==> config.mk <==
export PLATFORM = sky130hd
export DESIGN_NAME = edge_truncated_moving_average_threshold
export DESIGN_NICKNAME = d
export VERILOG_FILES = /design/src/hw/rtl/etmat_pkg.sv /design/src/hw/rtl/etmat_queue.sv /design/src/hw/rtl/etmat_front.sv /design/src/hw/rtl/etmat_back.sv /design/src/hw/rtl/edge_truncated_moving_average_threshold.sv
export SDC_FILE = /design/constraint.sdc
export NUM_CORES = 1
export LEC_CHECK = 0
export ABC_AREA = 1
export BUFFER_PORTS_ARGS = -buffer_cell sky130_fd_sc_hd__buf_2
export CAP_MARGIN = 20
export CORE_UTILIZATION = 55
export DETAILED_ROUTE_END_ITERATION = 6
export PLACE_DENSITY_LB_ADDON = 0.15
export REMOVE_ABC_BUFFERS = 1
export SLEW_MARGIN = 0
export SYNTH_ARGS = -nofsm -noshare
export SYNTH_HDL_FRONTEND = slang
export SYNTH_SLANG_ARGS = --single-unit
==> constraint.sdc <==
create_clock -name i_clk -period 38.5 [get_ports i_clk]
set_input_delay 11.55 -clock i_clk [delete_from_list [all_inputs] [get_ports i_clk]]
set_output_delay 11.55 -clock i_clk [all_outputs]
set_load 0.01 [all_outputs]
==> src/hw/rtl/etmat_pkg.sv <==
// shared types and constants of the moving average threshold block
package etmat_pkg;

    localparam int SAMPLE_W       = 32;
    localparam int INDEX_W        = 17;
    localparam int APB_ADDR_W     = 3;
    localparam int DIV_RADIX_BITS = 4;

    typedef logic signed [SAMPLE_W-1:0] t_sample;
    typedef logic signed [INDEX_W-1:0]  t_index;

    // register index codes
    localparam logic [0:0] REG_THRESHOLD = 1'b0;

    // reported index when the average misses the threshold
    localparam t_index NO_HIT = '1;

    typedef struct packed {
        logic full;
        logic empty;
    } t_q_flags;

endpackage

==> src/hw/rtl/etmat_queue.sv <==
// two-entry job queue between the front and back parts
module etmat_queue #(
    parameter int DATA_W = 8
) (
    input  logic                      i_clk,
    input  logic                      i_rst_n,
    input  logic                      i_push,
    input  logic [DATA_W-1:0]         i_push_data,
    input  logic                      i_pop,
    output logic [DATA_W-1:0]         o_pop_data,
    output etmat_pkg::t_q_flags       o_flags
);
    import etmat_pkg::*;

    localparam int DEPTH  = 2;
    localparam int PTR_W  = $clog2(DEPTH);
    localparam int FILL_W = $clog2(DEPTH + 1);

    logic [DEPTH-1:0][DATA_W-1:0] r_mem;
    logic [PTR_W-1:0]             r_wr, n_wr;
    logic [PTR_W-1:0]             r_rd, n_rd;
    logic [FILL_W-1:0]            r_fill, n_fill;

    always_comb begin
        n_wr   = r_wr;
        n_rd   = r_rd;
        n_fill = r_fill;
        if (i_push) begin
            n_wr = r_wr + 1'b1;
        end
        if (i_pop) begin
            n_rd = r_rd + 1'b1;
        end
        if (i_push && !i_pop) begin
            n_fill = r_fill + 1'b1;
        end else if (!i_push && i_pop) begin
            n_fill = r_fill - 1'b1;
        end
    end

    always_ff @(posedge i_clk) begin
        if (!i_rst_n) begin
            r_wr   <= '0;
            r_rd   <= '0;
            r_fill <= '0;
        end else begin
            r_wr   <= n_wr;
            r_rd   <= n_rd;
            r_fill <= n_fill;
        end
    end

    always_ff @(posedge i_clk) begin
        if (i_push) begin
            r_mem[r_wr] <= i_push_data;
        end
    end

    assign o_pop_data    = r_mem[r_rd];
    assign o_flags.full  = (r_fill == FILL_W'(DEPTH));
    assign o_flags.empty = (r_fill == '0);

endmodule

==> src/hw/rtl/etmat_front.sv <==
// front part: takes samples, keeps the history and queues averaging jobs
module etmat_front #(
    parameter int WINDOW_RADIUS     = 2,
    parameter int MAX_STREAM_LENGTH = 65536,
    localparam int HIST_LEN = 2 * WINDOW_RADIUS,
    localparam int CAP      = MAX_STREAM_LENGTH + HIST_LEN,
    localparam int CNT_W    = $clog2(CAP + 1)
) (
    input  logic                                      i_clk,
    input  logic                                      i_rst_n,
    input  logic                                      i_in_valid,
    output logic                                      o_in_stall,
    input  etmat_pkg::t_sample                        i_sample,
    input  logic                                      i_last_in,
    input  etmat_pkg::t_q_flags                       i_q_flags,
    output logic                                      o_push,
    output logic [HIST_LEN:0][etmat_pkg::SAMPLE_W-1:0] o_job_win,
    output logic [CNT_W-1:0]                          o_job_cur,
    output logic                                      o_job_last
);
    import etmat_pkg::*;

    logic [HIST_LEN-1:0][SAMPLE_W-1:0] r_hist, n_hist;
    logic [CNT_W-1:0]                  r_count, n_count;
    logic                              accept;

    assign o_in_stall = i_q_flags.full;
    assign accept     = i_in_valid && !i_q_flags.full;

    // a job only when this word produces at least one result
    assign o_push     = accept && (i_last_in || (r_count >= CNT_W'(WINDOW_RADIUS)));
    assign o_job_cur  = r_count;
    assign o_job_last = i_last_in;

    // window oldest first, newest sample on top
    always_comb begin
        for (int k = 0; k < HIST_LEN; k++) begin
            o_job_win[k] = r_hist[HIST_LEN-1-k];
        end
        o_job_win[HIST_LEN] = i_sample;
    end

    always_comb begin
        n_hist  = r_hist;
        n_count = r_count;
        if (accept) begin
            if (i_last_in) begin
                n_hist  = '0;
                n_count = '0;
            end else begin
                for (int k = HIST_LEN - 1; k > 0; k--) begin
                    n_hist[k] = r_hist[k-1];
                end
                n_hist[0] = i_sample;
                if (r_count < CNT_W'(CAP)) begin
                    n_count = r_count + 1'b1;
                end
            end
        end
    end

    always_ff @(posedge i_clk) begin
        if (!i_rst_n) begin
            r_hist  <= '0;
            r_count <= '0;
        end else begin
            r_hist  <= n_hist;
            r_count <= n_count;
        end
    end

endmodule

==> src/hw/rtl/etmat_back.sv <==
// back part: sums each window, divides by the neighbour count and drives results
module etmat_back #(
    parameter int WINDOW_RADIUS     = 2,
    parameter int MAX_STREAM_LENGTH = 65536,
    localparam int HIST_LEN = 2 * WINDOW_RADIUS,
    localparam int CAP      = MAX_STREAM_LENGTH + HIST_LEN,
    localparam int CNT_W    = $clog2(CAP + 1)
) (
    input  logic                                      i_clk,
    input  logic                                      i_rst_n,
    input  etmat_pkg::t_q_flags                       i_q_flags,
    output logic                                      o_pop,
    input  logic [HIST_LEN:0][etmat_pkg::SAMPLE_W-1:0] i_job_win,
    input  logic [CNT_W-1:0]                          i_job_cur,
    input  logic                                      i_job_last,
    input  etmat_pkg::t_sample                        i_threshold,
    output logic                                      o_out_valid,
    input  logic                                      i_out_stall,
    output etmat_pkg::t_sample                        o_average,
    output etmat_pkg::t_index                         o_hit_index,
    output logic                                      o_last_out
);
    import etmat_pkg::*;

    localparam int WIN_LEN   = HIST_LEN + 1;
    localparam int K_W       = $clog2(WIN_LEN);
    localparam int E_W       = $clog2(WINDOW_RADIUS + 1);
    localparam int NCNT_W    = $clog2(WIN_LEN + 1);
    localparam int REM_W     = NCNT_W;
    localparam int SUM_W     = SAMPLE_W + $clog2(WIN_LEN);
    localparam int STEPS     = (SUM_W + DIV_RADIX_BITS - 1) / DIV_RADIX_BITS;
    localparam int PAD_W     = STEPS * DIV_RADIX_BITS;
    localparam int STEP_W    = $clog2(STEPS);
    localparam int IDXV_W    = INDEX_W - 1;
    localparam int IDX_LIMIT = (MAX_STREAM_LENGTH - 1 < 65535) ? MAX_STREAM_LENGTH - 1 : 65535;

    localparam logic [2:0] S_IDLE    = 3'd0;
    localparam logic [2:0] S_SETUP   = 3'd1;
    localparam logic [2:0] S_ACC     = 3'd2;
    localparam logic [2:0] S_DIVINIT = 3'd3;
    localparam logic [2:0] S_DIV     = 3'd4;
    localparam logic [2:0] S_NEG     = 3'd5;
    localparam logic [2:0] S_RES     = 3'd6;

    logic [2:0]                       r_state, n_state;
    logic [HIST_LEN:0][SAMPLE_W-1:0]  r_win, n_win;
    logic [CNT_W-1:0]                 r_cur, n_cur;
    logic                             r_last, n_last;
    logic [E_W-1:0]                   r_e, n_e;
    logic [K_W-1:0]                   r_k, n_k;
    logic signed [SUM_W-1:0]          r_sum, n_sum;
    logic [NCNT_W-1:0]                r_cnt, n_cnt;
    logic                             r_neg, n_neg;
    logic [PAD_W-1:0]                 r_quo, n_quo;
    logic [REM_W-1:0]                 r_rem, n_rem;
    logic [STEP_W-1:0]                r_step, n_step;
    logic [SAMPLE_W-1:0]              r_avg, n_avg;
    logic [IDXV_W-1:0]                r_idx, n_idx;
    logic                             r_o_valid, n_o_valid;
    t_sample                          r_o_avg, n_o_avg;
    t_index                           r_o_hit, n_o_hit;
    logic                             r_o_last, n_o_last;

    logic [K_W-1:0]                   lo_radius, lo_stream, k_lo;
    logic [SUM_W-1:0]                 mag;
    logic [PAD_W-1:0]                 quo_s;
    logic [CNT_W-1:0]                 pos;
    logic [REM_W-1:0]                 div_rem [DIV_RADIX_BITS+1];
    logic [PAD_W-1:0]                 div_quo [DIV_RADIX_BITS+1];
    logic [REM_W:0]                   div_sh  [DIV_RADIX_BITS];

    // first window slot: clipped by the radius and by the start of the stream
    assign lo_radius = K_W'(WINDOW_RADIUS) - K_W'(r_e);
    assign lo_stream = (r_cur >= CNT_W'(HIST_LEN)) ? '0 : K_W'(HIST_LEN) - K_W'(r_cur);
    assign k_lo      = (lo_radius > lo_stream) ? lo_radius : lo_stream;

    assign mag   = r_sum[SUM_W-1] ? SUM_W'(-r_sum) : SUM_W'(r_sum);
    assign quo_s = r_neg ? (~r_quo + 1'b1) : r_quo;
    assign pos   = r_cur - CNT_W'(r_e);

    // restoring division, DIV_RADIX_BITS quotient bits per cycle
    always_comb begin
        div_rem[0] = r_rem;
        div_quo[0] = r_quo;
        for (int i = 0; i < DIV_RADIX_BITS; i++) begin
            div_sh[i]    = {div_rem[i], div_quo[i][PAD_W-1]};
            div_quo[i+1] = {div_quo[i][PAD_W-2:0], 1'b0};
            if (div_sh[i] >= (REM_W+1)'(r_cnt)) begin
                div_rem[i+1]    = REM_W'(div_sh[i] - (REM_W+1)'(r_cnt));
                div_quo[i+1][0] = 1'b1;
            end else begin
                div_rem[i+1] = div_sh[i][REM_W-1:0];
            end
        end
    end

    assign o_pop = (r_state == S_IDLE) && !i_q_flags.empty;

    always_comb begin
        n_state   = r_state;
        n_win     = r_win;
        n_cur     = r_cur;
        n_last    = r_last;
        n_e       = r_e;
        n_k       = r_k;
        n_sum     = r_sum;
        n_cnt     = r_cnt;
        n_neg     = r_neg;
        n_quo     = r_quo;
        n_rem     = r_rem;
        n_step    = r_step;
        n_avg     = r_avg;
        n_idx     = r_idx;
        n_o_valid = r_o_valid && i_out_stall;
        n_o_avg   = r_o_avg;
        n_o_hit   = r_o_hit;
        n_o_last  = r_o_last;
        unique case (r_state)
            S_IDLE: begin
                if (!i_q_flags.empty) begin
                    n_win  = i_job_win;
                    n_cur  = i_job_cur;
                    n_last = i_job_last;
                    n_e    = (i_job_cur >= CNT_W'(WINDOW_RADIUS)) ?
                             E_W'(WINDOW_RADIUS) : E_W'(i_job_cur);
                    n_state = S_SETUP;
                end
            end
            S_SETUP: begin
                n_k     = k_lo;
                n_sum   = '0;
                n_cnt   = '0;
                n_state = S_ACC;
            end
            S_ACC: begin
                n_sum = r_sum + $signed({{(SUM_W-SAMPLE_W){r_win[r_k][SAMPLE_W-1]}},
                                         r_win[r_k]});
                n_cnt = r_cnt + 1'b1;
                n_k   = r_k + 1'b1;
                if (r_k == K_W'(HIST_LEN)) begin
                    n_state = S_DIVINIT;
                end
            end
            S_DIVINIT: begin
                n_neg   = r_sum[SUM_W-1];
                n_quo   = PAD_W'(mag);
                n_rem   = '0;
                n_step  = '0;
                n_state = S_DIV;
            end
            S_DIV: begin
                n_rem  = div_rem[DIV_RADIX_BITS];
                n_quo  = div_quo[DIV_RADIX_BITS];
                n_step = r_step + 1'b1;
                if (r_step == STEP_W'(STEPS - 1)) begin
                    n_state = S_NEG;
                end
            end
            S_NEG: begin
                n_avg   = quo_s[SAMPLE_W-1:0];
                n_idx   = (pos < CNT_W'(IDX_LIMIT)) ? IDXV_W'(pos) : IDXV_W'(IDX_LIMIT);
                n_state = S_RES;
            end
            S_RES: begin
                if (!n_o_valid) begin
                    n_o_valid = 1'b1;
                    n_o_avg   = r_avg;
                    n_o_hit   = ($signed(r_avg) >= i_threshold) ? {1'b0, r_idx} : NO_HIT;
                    n_o_last  = r_last && (r_e == '0);
                    if (!r_last || (r_e == '0)) begin
                        n_state = S_IDLE;
                    end else begin
                        n_e     = r_e - 1'b1;
                        n_state = S_SETUP;
                    end
                end
            end
            default: begin
                n_state = S_IDLE;
            end
        endcase
    end

    always_ff @(posedge i_clk) begin
        if (!i_rst_n) begin
            r_state   <= S_IDLE;
            r_o_valid <= 1'b0;
        end else begin
            r_state   <= n_state;
            r_o_valid <= n_o_valid;
        end
    end

    always_ff @(posedge i_clk) begin
        r_win    <= n_win;
        r_cur    <= n_cur;
        r_last   <= n_last;
        r_e      <= n_e;
        r_k      <= n_k;
        r_sum    <= n_sum;
        r_cnt    <= n_cnt;
        r_neg    <= n_neg;
        r_quo    <= n_quo;
        r_rem    <= n_rem;
        r_step   <= n_step;
        r_avg    <= n_avg;
        r_idx    <= n_idx;
        r_o_avg  <= n_o_avg;
        r_o_hit  <= n_o_hit;
        r_o_last <= n_o_last;
    end

    assign o_out_valid = r_o_valid;
    assign o_average   = r_o_avg;
    assign o_hit_index = r_o_hit;
    assign o_last_out  = r_o_last;

endmodule

==> src/hw/rtl/edge_truncated_moving_average_threshold.sv <==
// a result costs a pop, a setup step, accumulation of up to 2*WINDOW_RADIUS+1 samples,
// a divider load, the divider steps of DIV_RADIX_BITS quotient bits each and two
// finishing steps, sign fix then result; flush results skip the pop
// throughput: one word per result time, set by the single back part; output stall holds it
// reset: synchronous active low, clears history, position count, queue, threshold, out valid
module edge_truncated_moving_average_threshold #(
    parameter int WINDOW_RADIUS     = 2,
    parameter int MAX_STREAM_LENGTH = 65536
) (
    input  logic                                  i_clk,
    input  logic                                  i_rst_n,
    // input words
    input  logic                                  i_in_valid,
    output logic                                  o_in_stall,
    input  etmat_pkg::t_sample                    i_sample,
    input  logic                                  i_last_in,
    // result words
    output logic                                  o_out_valid,
    input  logic                                  i_out_stall,
    output etmat_pkg::t_sample                    o_average,
    output etmat_pkg::t_index                     o_hit_index,
    output logic                                  o_last_out,
    // register port
    input  logic                                  psel,
    input  logic                                  penable,
    input  logic                                  pwrite,
    input  logic [etmat_pkg::APB_ADDR_W-1:0]      paddr,
    input  logic [31:0]                           pwdata,
    output logic [31:0]                           prdata,
    output logic                                  pready
);
    import etmat_pkg::*;

    localparam int HIST_LEN = 2 * WINDOW_RADIUS;
    localparam int CNT_W    = $clog2(MAX_STREAM_LENGTH + HIST_LEN + 1);
    localparam int JOB_W    = 1 + CNT_W + (HIST_LEN + 1) * SAMPLE_W;

    // threshold register, the only one
    t_sample r_threshold;
    logic    reg_hit;
    logic    reg_wr;

    assign pready  = 1'b1;
    assign reg_hit = (paddr[APB_ADDR_W-1:2] == REG_THRESHOLD);
    assign reg_wr  = psel && penable && pwrite && pready && reg_hit;
    assign prdata  = reg_hit ? r_threshold : '0;

    always_ff @(posedge i_clk) begin
        if (!i_rst_n) begin
            r_threshold <= '0;
        end else if (reg_wr) begin
            r_threshold <= pwdata;
        end
    end

    // front to queue: one job per word that yields results
    logic                              f_push;
    logic [HIST_LEN:0][SAMPLE_W-1:0]   f_win;
    logic [CNT_W-1:0]                  f_cur;
    logic                              f_last;
    logic [JOB_W-1:0]                  q_push_data;
    logic [JOB_W-1:0]                  q_pop_data;
    logic                              b_pop;
    t_q_flags                          q_flags;

    // queue to back
    logic [HIST_LEN:0][SAMPLE_W-1:0]   b_win;
    logic [CNT_W-1:0]                  b_cur;
    logic                              b_last;

    etmat_front #(
        .WINDOW_RADIUS     (WINDOW_RADIUS),
        .MAX_STREAM_LENGTH (MAX_STREAM_LENGTH)
    ) u_front (
        .i_clk      (i_clk),
        .i_rst_n    (i_rst_n),
        .i_in_valid (i_in_valid),
        .o_in_stall (o_in_stall),
        .i_sample   (i_sample),
        .i_last_in  (i_last_in),
        .i_q_flags  (q_flags),
        .o_push     (f_push),
        .o_job_win  (f_win),
        .o_job_cur  (f_cur),
        .o_job_last (f_last)
    );

    assign q_push_data = {f_last, f_cur, f_win};

    etmat_queue #(
        .DATA_W (JOB_W)
    ) u_queue (
        .i_clk       (i_clk),
        .i_rst_n     (i_rst_n),
        .i_push      (f_push),
        .i_push_data (q_push_data),
        .i_pop       (b_pop),
        .o_pop_data  (q_pop_data),
        .o_flags     (q_flags)
    );

    assign {b_last, b_cur, b_win} = q_pop_data;

    etmat_back #(
        .WINDOW_RADIUS     (WINDOW_RADIUS),
        .MAX_STREAM_LENGTH (MAX_STREAM_LENGTH)
    ) u_back (
        .i_clk       (i_clk),
        .i_rst_n     (i_rst_n),
        .i_q_flags   (q_flags),
        .o_pop       (b_pop),
        .i_job_win   (b_win),
        .i_job_cur   (b_cur),
        .i_job_last  (b_last),
        .i_threshold (r_threshold),
        .o_out_valid (o_out_valid),
        .i_out_stall (i_out_stall),
        .o_average   (o_average),
        .o_hit_index (o_hit_index),
        .o_last_out  (o_last_out)
    );

endmodule

---- Word-level counts from Yosys, hierarchy flattened ----
Cells that the tools add are included.
storage, ports and cells
  bits in registers ....................... 904
  output and inout port bits .............. 85
  word-level logic and storage cells ...... 161
operators by class
  add/subtract/negate cells ............... 19
  $lt $le $gt $ge ......................... 15
  eq/ne operators ......................... 14
  multiplexer cells ....................... 44
  bitwise operators ....................... 4
  reduce and logical (&&, ||, !) cells .... 31
operator list
  operator                                                                count
  178-bit 2-to-1 mux                                                      3
  356-bit bitwise mux                                                     1
  178-bit demux with 1-bit select                                         1
  128-bit 2-to-1 mux                                                      1
  32-bit binary-select mux with 3-bit select                              1
  32-bit 2-to-1 mux                                                       3
  36-bit one-hot mux with 2 select lines                                  1
  35-bit one-hot mux with 2 select lines                                  1
  17-bit 2-to-1 mux                                                       3
  35-bit by 32-bit adder with 35-bit output                               1
  35-bit 2-to-1 mux                                                       1
  35-bit negator                                                          1
  17-bit by 2-bit >= comparator with 1-bit output, second input constant  2
  32-bit by 1-bit adder with 32-bit output, second input constant         1
  32-bit >= comparator                                                    1
  32-bit inverter                                                         1
  3-bit 2-to-1 mux                                                        10
  3-bit one-hot mux with 7 select lines                                   1
  3-bit one-hot mux with 2 select lines                                   3
  17-bit by 1-bit adder with 17-bit output, second input constant         1
  17-bit by 3-bit >= comparator with 1-bit output, second input constant  1
  17-bit by 16-bit < comparator with 1-bit output, second input constant  1
  17-bit < comparator, second input constant                              1
  17-bit by 2-bit subtractor with 17-bit output                           1
  33 further kinds                                                        85

---- Depth between registers and ports, before layout ----
  depth in word-level cells ............... 9
  gate-level depth with buffers ........... 32
  mapped depth without buffers ............ 32

---- Cells and area by module ----
Synthesis repeated with hierarchy kept, for this count alone.
unflattened totals
  cells, all modules ...................... 3,564
  area, all modules ....................... 40,344.9 um^2
modules (own cells, without submodules)
  module                                   times used  cells an instance  area an instance (um^2)  seq. area each (um^2)
  etmat_back                               1           1,989              19,437.4                 10,980.5
  etmat_queue                              1           587                13,441.6                 10,770.3
  etmat_front                              1           707                5,780.5                  2,902.8
  edge_truncated_moving_average_threshold  1           281                1,685.4                  640.6

---- Worst setup path before layout ----
Ideal clock, no wire load.
  kind .................................... input to output
  start ................................... input paddr[2] (netlist name)
  end ..................................... output prdata[10]
  data arrival time ....................... 12.121 ns
  data required time ...................... 26.950 ns
  setup slack ............................. 14.829 ns
  cell stages on the path ................. 3
  buffers on the path ..................... 2
  cells stage by stage .................... clkbuf_1 > clkbuf_1 > nor2_1
between the ends
  word-level cells in the longest chain between the ends .. 1
RTL lines
  what                line                                           source
  start: declaration  edge_truncated_moving_average_threshold.sv:27  input logic [etmat_pkg::APB_ADDR_W-1:0] paddr,
  32-bit 2-to-1 mux   edge_truncated_moving_average_threshold.sv:46  assign prdata = reg_hit ? r_threshold : '0;
  end: declaration    edge_truncated_moving_average_threshold.sv:29  output logic [31:0] prdata,
No other way between the ends.

---- Worst setup path after layout ----
  start ................................... input paddr[2] (netlist name)
  end ..................................... output prdata[5]
Same word-level chain as after synthesis.

==> impl_results.md <==
- Status: completed
- Post-synth EDFFs: 719
- Unrepaired setup endpoints after global routing: no
- Tot Pwr: 3.606 mW
- Synth warn: 0
- Critical path endpoint category: output pin
- Switching share of total power: 37.15%
- Startpoint types: input port
- Ys async rst share: 0%
- WP data required: 26,950 ps
- Fmax: 42.02 MHz
- DRT iter0 DRCs: 1,629
- Syn_area_per_cell: 10.26 um2
- Post-route core utilization: 62.57%
- H-tree lvl count: 3
- Hold Fails Final Rpt: 0
- Worst slew pin tran: 1133 ps
- Worst Path Arrival: 12,250 ps
- Layout cells sized above 1: 9.925%
- Worst R2R Path Depth: 28
- Number of global-route vias before repair: 24,930
- WHS Path Cells: 0
- Clock transition at path regs: 60 ps
- Setup Skew: 26.12 ps
- Final Max Tran Viols: 0
- Die area: 72,070 um2
- Seq pwr share: 40.1%
- Slew margin rel.: 24.46%
- CP max FO: 33
- # Post-CTS Setup Buffers: 0
- Power Internal: 2.266 mW
- Max-cap violations: 0
- Synth Register Bits: 904
- Post-DP HPWL: 51,430 um
- Final setup viols: 0
- CTS sink count: 904
- CTS Buf Count: 91
- Nets@finish: 4,108
- Drt total wl: 82,300 um
- TNS Setup: 0 ps
- Port Buf Inserts: 156
- Clock Path Buffers: 3
- Final Wtd Congestion: 0.9206
- Die Span X: 268.5 um
- Initial antenna violation count: 1
- Area of the mapped netlist: 39,050 um2
- Vias per Instance: 5.295
- CTS tree: yes
- DR pass1 iterations: 7
- Sequential fraction of the synthesis area: 64.77%
- Fin crit share: 61.82%
- Share of power burned in combinational logic: 34.8%
- GR Overflow Total: 0
- Clock Power Share: 25.2%
- # IOs: 160
- P&R area growth vs syn: 12.41%
- First-pass GRT wire length: 129,500 um
- Prevailing post-synth register cell: edfxtp_1
- Skew-Pair Late Insertion Delay: 640 ps
- Overall Global Routing Usage: 22.92%
- Final ANT Viol Nets: 0
- Synth cell types: 47
- Commonest non-fill, non-tap cell in the layout: nand2_1
- VDD IR max: 0.00004723 V
- Minimum clock period after layout: 23,800 ps
- Pwr Density: 82.15 nW/um2
- Setup WS pre-CTS: 14,680 ps
- CTS Root Cell: clkbuf_16
- Post-cts hold buffer count: 0
- Mapped Cells: 3,805
- Core Region: 70,150 um2
- Routed via count: 26,220
- Post_cts resized: 0
- Sw Pwr: 1.340 mW
- HP Class: flip-flop to flip-flop
- Largest net degree at the start of global routing: 163
- WL/cell: 16.62 um
- # DRC: 0
- Lkg Pwr: 17.41 nW
- Std cell rows: 97
- Starting Density: 55.67%
- Die H: 268.5 um
- Most frequent cells in the layout: nand2_1, edfxtp_1, nor2_1
- Crit path kind: input port to output pin
- Final Worst Setup Slack: 14,700 ps
synth_stat cells (6+ instances only):
cell | instances | area share (%)
nand3_1 | 107 | 1.4
buf_1 | 16 | 0.15
ha_1 | 95 | 3.0
xnor2_1 | 18 | 0.40
a21oi_1 | 213 | 2.7
or2_2 | 6 | 0.096
nand3_2 | 8 | 0.21
a31o_2 | 29 | 0.65
nor3_1 | 167 | 2.1
clkbuf_1 | 109 | 1.0
buf_2 | 27 | 0.35
nor4_1 | 10 | 0.16
dfxtp_1 | 185 | 9.5
inv_1 | 263 | 2.5
a221oi_1 | 30 | 0.67
a31oi_1 | 6 | 0.096
o21ai_0 | 159 | 2.0
edfxtp_1 | 719 | 55
o21a_1 | 10 | 0.19
nor2_1 | 539 | 5.2
nand2_1 | 943 | 9.1
xor2_1 | 58 | 1.3
nand4_1 | 30 | 0.48
fa_1 | 6 | 0.31
layer usage:
metal	vias up	GRT usage, %	routed length [um]
li1	13200	-	-
met1	12350	29.28	35910
met2	556	40.51	40500
met3	118	2.950	3916
met4	0	7.340	1982
met5	-	0	0
power by group through the flow:
stage	sequential (mW)	combinational (mW)	clock, mW
after floorplan	1.49	0.887	0
after global placement	1.46	1.23	0
after detailed placement	1.46	1.25	0
after CTS	1.44	1.26	0.926
after global routing	1.46	1.42	0.964
final	1.44	1.25	0.907
per-stage QoR:
| stage | hold slack [ps] | instances | cell area [um2] |
|---|---|---|---|
| floorplan | 426.3 | 3651 | 38430 |
| global placement | 431.4 | 4778 | 40740 |
| detailed placement | 438.6 | 4778 | 40740 |
| CTS | 444.9 | 4949 | 43870 |
| global route | 462.4 | 4950 | 43890 |
| finish | 446.9 | 4951 | 43900 |
registers in the layout (all words and copies together), names as in the netlist, 32 cells and up:
signal,cells
u_back.r_avg,32
u_back.r_sum,35
u_front.o_job_win,128
u_back.r_win,160
u_queue.r_mem,356
r_threshold,32
u_back.r_quo,36
u_back.o_average,32
layout make-up:
class | count | area [um2]
Clock buffer | 124 | 2565
Clock inverter | 47 | 560.5
Timing Repair Buffer | 188 | 1066
Multi-Input combinational cell | 2482 | 12220
Sequential cell | 904 | 25300
Inverter | 265 | 1008
Tap cell | 940 | 1176
Fill cell | 5648 | 26250
Antenna cell | 1 | 2.502
final timing paths:
| check | from | to | slack (ps) |
|---|---|---|---|
| setup / recovery | paddr[2] | prdata[5] | 14700 |
| hold / removal | u_back.r_avg[6]$_DFFE_PP_ | u_back.o_average[6]$_DFFE_PP_ | 450 |
| setup reg to reg | u_back.r_cnt[0]$_SDFFCE_PN0P_ | u_back.r_quo[0]$_DFFE_PN_ | 32750 |
| hold reg to reg | u_back.r_avg[6]$_DFFE_PP_ | u_back.o_average[6]$_DFFE_PP_ | 450 |
logic make-up after synthesis:
group           synth area share [%]
xor+xnor                       1.705
buf+inv                        4.143
fa+ha+maj                      3.352
compound gates                 6.898
flops                          64.77
other cells                 0.009603
simple gates                   19.09
mux                          0.02563
worst max-delay path, cell delays in order:
cell and delay [ps]:
buf_2 420, nor2_1 110, buf_2 160
Note: power is estimated with default switching activity, not from simulation.
